`config.mk`:
```
export PLATFORM = sky130hd
export DESIGN_NAME = qvr_fifo
export DESIGN_NICKNAME = d
export VERILOG_FILES = /design/src/qvr_pkg.sv /design/src/qvr_fifo.sv
export SDC_FILE = /design/constraint.sdc
export NUM_CORES = 1
export LEC_CHECK = 0
export ABC_AREA = 1
export BUFFER_PORTS_ARGS = -buffer_cell sky130_fd_sc_hd__buf_2
export CORE_UTILIZATION = 49
export DETAILED_ROUTE_END_ITERATION = 10
export PLACE_DENSITY = 0.86
export SLEW_MARGIN = 20
export SYNTH_ARGS = -nofsm -noshare
export SYNTH_HDL_FRONTEND = slang
export SYNTH_SLANG_ARGS = --single-unit
```
`constraint.sdc`:
```
create_clock -name clock -period 1.6 [get_ports clock]
set_clock_uncertainty 0.05 [all_clocks]
set_input_delay 0.24 -clock clock [delete_from_list [all_inputs] [get_ports clock]]
set_output_delay 0.24 -clock clock [all_outputs]
set_load 0.05 [all_outputs]
```
`src/qvr_pkg.sv`:
```
// ----------------------------------------------------------------------------
// qvr_pkg
// Shared types, constants and width helpers for the quaternion vector rotator.
// ----------------------------------------------------------------------------
`default_nettype none

package qvr_pkg;

   // depth of the queue between front and back
   localparam int unsigned FIFO_DEPTH = 2;

   typedef struct packed {
      logic empty;
      logic full;
   } fifo_status_type;

   // width of the exact numerator magnitude for p-bit components
   function automatic int numer_width(input int p);
      return 3 * p + 5;
   endfunction

   // width of the unsigned denominator w^2 + |u|^2
   function automatic int den_width(input int p);
      return 2 * p + 1;
   endfunction

endpackage

`default_nettype wire

```
`src/qvr_fifo.sv`:
```
// ----------------------------------------------------------------------------
// qvr_fifo
// Short queue between the front and the back of the rotator.
// ----------------------------------------------------------------------------
`default_nettype none

module qvr_fifo #(
   parameter int DATA_W = 8
) (
   input  wire logic clock,
   input  wire logic reset,
   input  wire logic push,
   input  wire logic [DATA_W-1:0] push_data,
   input  wire logic pop,
   output logic [DATA_W-1:0] pop_data,
   output qvr_pkg::fifo_status_type status
);

   localparam int AW = $clog2(qvr_pkg::FIFO_DEPTH);

   logic [DATA_W-1:0] mem_ff [qvr_pkg::FIFO_DEPTH];
   logic [AW-1:0] wr_ptr_ff;
   logic [AW-1:0] rd_ptr_ff;
   logic [AW:0]   count_ff;
   logic do_push;
   logic do_pop;

   assign status.empty = (count_ff == '0);
   assign status.full  = (count_ff == (AW+1)'(qvr_pkg::FIFO_DEPTH));
   assign do_push = push && !status.full;
   assign do_pop  = pop && !status.empty;

   always_ff @(posedge clock) begin
      if (reset) begin
         wr_ptr_ff <= '0;
         rd_ptr_ff <= '0;
         count_ff  <= '0;
      end else begin
         if (do_push) begin
            wr_ptr_ff <= wr_ptr_ff + 1'b1;
         end
         if (do_pop) begin
            rd_ptr_ff <= rd_ptr_ff + 1'b1;
         end
         if (do_push && !do_pop) begin
            count_ff <= count_ff + 1'b1;
         end else if (do_pop && !do_push) begin
            count_ff <= count_ff - 1'b1;
         end
      end
   end

   always_ff @(posedge clock) begin
      if (do_push) begin
         mem_ff[wr_ptr_ff] <= push_data;
      end
   end

   assign pop_data = mem_ff[rd_ptr_ff];

endmodule

`default_nettype wire

```
# Word level (Yosys, flattened, before mapping)
# Memories as Yosys holds them, arrays and structs flattened. A register that Yosys moved wholly into a read port is not among the register bits.
# Cells that the tools add are included.
# Widths: inputs -> output; s select.
# totals
register_bits	4
latchBits	0
ram_bits	16
romBits	0
input_bits	12
out_inout_bits	10
word_cells	25
mem_count	1
# op_classes
add_sub_neg	4
n_mul	0
div_mod_pow	0
n_lt_le_gt_ge	0
n_eq_ne	1
n_shift	0
muxes	6
bitwise_logic	0
reduce_logical	10
# memory_table
memory	words	word_bits	read_ports	rd_clocked_by_memory_dff	wr	line_no	rtl
mem_ff	2	8	1	1	1	qvr_fifo.sv:21	logic [DATA_W-1:0] mem_ff [qvr_pkg::FIFO_DEPTH];
# ops
operator	count
$logic_and 1x1->1	4
$logic_not 1->1	4
$mux 1	4
$mux 2	2
$add 1x1->1 const B	2
$add 2x1->2 const B	1
$eq 2x2->1 const B	1
$logic_not 2->1	1
$reduce_bool 2->1	1
$sub 2x1->2 const B	1

# Logic depth before layout (Yosys ltp)
# depth
word_depth	7
ltp_mapped	10
ltp_nobuf	10

# Worst setup path before layout
# OpenSTA, ideal clock, no wires.
# synth_timing
path_kind	reg-to-output
startpoint	register count_ff[1]
endpoint	output status[0] in the netlist's numbering
arrival_time_ns	1.088
required_ns	1.310
path_slack_ns	0.222
path_stages_with_launch	3
path_buffers	0
path_cell_list	dfxtp_1 inv_1 nor2_1
# synth_rtl
element	line_no	rtl
start, declared	qvr_fifo.sv:24	logic [AW:0] count_ff;
start signal, assigned	qvr_fifo.sv:46	count_ff <= count_ff + 1'b1;
start signal, assigned	qvr_fifo.sv:48	count_ff <= count_ff - 1'b1;
end, declared	qvr_fifo.sv:16	output qvr_pkg::fifo_status_type status

==> metrics.log <==
INFO  metric synth_xor_xnor_area_share = 0%
INFO  metric tightestPinTransition = 0.303 ns
INFO  metric tritoncts = done
INFO  metric last_weighted_congestion_value_of_the_routability_driven_placer = 0.648
INFO  metric required_time_reported_for_the_critical_path_endpoint = 1.31 ns
INFO  metric synth_area_in_compound_gates = 4.53%
INFO  metric main_combinational_cell_family_by_area_after_synthesis = multiplexers
INFO  metric post_route_cells_drive_above_1_share = 46.6%
INFO  metric fin_worst_hold_slack = 0.0831 ns
INFO  metric floorplan.core_area = 1540 um2
INFO  metric path_clk_slew = 0.10 ns
INFO  metric detail_route.first_pass.iterations = 2
INFO  metric synthToLayoutAreaGrowth = 21.9%
INFO  metric ys_seq_elements = 21
INFO  metric design_area = 1010 um2
INFO  metric final-instance-count-excl-fill = 104
INFO  metric global_route.usage.total = 17.0%
INFO  metric grt_first_pass_wirelength = 2170 um
INFO  metric fin_nets = 102
INFO  metric post_synth_num_cell_types = 16
INFO  metric dpl-instance-area = 963 um2
INFO  metric fmax = 649 MHz
INFO  metric cts_setup_buffers = 0
INFO  metric post_synth_main_area_contributors = edfxtp_1, dfxtp_1, mux2_2, nor2_1, inv_1
INFO  metric critPathMaxFanout = 8
INFO  metric area_of_the_mapped_netlist = 828 um2
INFO  metric setup_viol = 0
INFO  metric synthSimpleGateAreaFrac = 8.31%
INFO  metric grt_setup_unrepaired = false
INFO  metric grt_max_degree = 12
INFO  metric route.final.wire_length = 1320 um
INFO  metric die_area = 1860 um2
INFO  metric drcViolationCount = 0
INFO  metric rr_worst_depth = 7
INFO  metric numCtsBuffers = 3
INFO  metric drt_iter0_markers = 1
INFO  metric preCtsSetupSlack = 0.0605 ns
INFO  metric synth_area_leader_cell = edfxtp_1
INFO  metric clkSinkCount = 21
INFO  metric total_power = 1.77 mW
INFO  metric detailroute.via_count = 511
INFO  metric synth.avg_cell_area = 13.4 um2
INFO  metric boundaryPins = 22
INFO  metric timing.reg2reg.setup_slack = 0.09 ns
INFO  metric antenna_violations_before_repair = 0
INFO  metric vdd_ir_drop_max = 0.000970 V
INFO  metric regToRegEndpoint = count_ff[1]
INFO  metric clock_latency = 0.29 ns
INFO  metric min_delay_worst_endpoint = mem_ff[1][2]
INFO  metric synthDominantCellAreaShare = 58.0%
INFO  metric cp_data_arrival_time = 1.25 ns
INFO  metric final_antenna_net_count = 0
INFO  metric result_of_the_run = finished, final reports clean
INFO  metric final_critical_path_setup_slack = 0.0601 ns
INFO  metric numPortBuffers = 21
INFO  metric powerDensity = 1750 nW/um2
INFO  metric leakagePower = 0.422 nW
INFO  metric worst_slew_margin_rel = 79.7%
INFO  metric final_common_cell = edfxtp_1
INFO  metric via_per_inst = 4.91
INFO  metric maxCapViolCount = 0
INFO  metric min_period = 1.54 ns
INFO  metric drt-wirelength-per-cell = 12.7 um
INFO  metric finalHoldViolations = 0
INFO  metric globalRouteOverflowTotal = 0
INFO  metric mappedNetlistNets = 75
INFO  metric synthesis_warning_total = 0
INFO  metric critical_path.endpoint_type = output pin
INFO  metric timing.rr.start = count_ff[0]
INFO  metric start_util = 53.7%
INFO  metric hp-class = primary input to flip-flop
INFO  metric syn_inst = 62
INFO  metric worst_hold_path_depth = 1
INFO  metric layout.cells.most_common_list = edfxtp_1, buf_2, nor2_1
INFO  metric cts_max_level = 1
INFO  metric antenna_cells = 0
INFO  metric fp.dieH = 43.1 um
INFO  metric rows = 14
INFO  metric fin_crit_sh = 96.2%
INFO  metric min-delay-start = push_data[2]
INFO  metric synth-seq-area-share = 70.1%
INFO  metric cts_root_buffer = clkbuf_4
INFO  metric report.final.slew_viol_count = 0
INFO  metric grt_pass1_vias = 526
INFO  metric setup.worst_path.class = flip-flop to output pin
INFO  metric synth_mux_area_share = 10.9%
INFO  metric die-width = 43.1 um
INFO  metric setup_tns = 0 ns
INFO  metric place.detailed.hpwl = 1030 um
INFO  metric timing.critical_path.from_type = flip-flop
INFO  metric post_synth_fa_ha_maj_area_fraction = 1.51%
INFO  metric placed_cells = 100
INFO  metric cts_buffer_depth = 2
INFO  metric finalCoreUtilization = 65.5%
==> state kept, by name, indices dropped and copies added, names as in the netlist, named ones only <==
signal	flops
count_ff	2
mem_ff	16
wr_ptr_ff	1
rd_ptr_ff	1
==> synth_stat cells <==
library cell / count
and2_4: 1
edfxtp_1: 16
dfxtp_1: 5
a21oi_1: 1
o21ai_2: 2
inv_1: 7
inv_2: 2
nand3_1: 1
buf_2: 1
nand2_1: 4
ha_1: 1
o21ai_0: 2
nor2_1: 9
o21ai_1: 1
nand4_1: 1
mux2_2: 8
==> final cells by class <==
cell class / instances / area, um2
Multi-Input combinational cell: 31 / 209
Tap cell: 16 / 20.0
Fill cell: 124 / 532
Timing Repair Buffer: 23 / 135
Sequential cell: 21 / 586
Clock buffer: 4 / 26.3
Inverter: 9 / 33.8
==> power breakdown <==
group	switching, mW	total [mW]	internal [mW]	leakage [nW]
Sequential	0.0785	0.781	0.702	0.192
Combinational	0.509	0.754	0.245	0.216
Clock	0.135	0.232	0.0968	0.0150
==> per-layer routing <==
| metal | wire length (um) | global-route usage [%] | vias to the layer above | share of wire (%) |
|---|---|---|---|---|
| met1 | 532 | 16.5 | 231 | 40 |
| met5 | 0 | 0 | - | 0 |
| met4 | 0 | 7.27 | 0 | 0 |
| met2 | 718 | 32.2 | 17 | 54 |
| met3 | 68 | 5.11 | 0 | 5.2 |
| li1 | - | - | 263 | - |
==> worst max-delay path by stage <==
stage	startpoint	endpoint	slack, ns	cells past startpoint
2_1_floorplan	count_ff[1]	status[0]	0.22	2
3_3_place_gp	count_ff[1]	count_ff[1]	0.18	9
3_5_place_dp	count_ff[1]	count_ff[1]	0.06	8
4_1_cts	flip-flop	pop_data[3]	0.03	2
5_1_grt	flip-flop	pop_data[2]	0.001	2
6_report	flip-flop	pop_data[2]	0.06	2
==> critical path: stages, from the launching register on <==
cell and delay, ns:
dfxtp_4 0.42, mux2_2 0.34, buf_2 0.21
==> kinds of logic after synthesis <==
logic type,count (synthesis)
adder cells (fa/ha/maj),1
AO/OA/AOI/OAI,6
buffers and inverters,10
multiplexers,8
flip-flops,21
AND/OR/NAND/NOR,16
==> timing repair <==
item | 4_1_cts | 5_1_grt
resized for setup | 2 | 13
hold buffers | 0 | 0
endpoints found under the setup margin | 8 | 8
hold endpoints to repair | 0 | 0
Note: power is estimated with default switching activity, not from simulation.
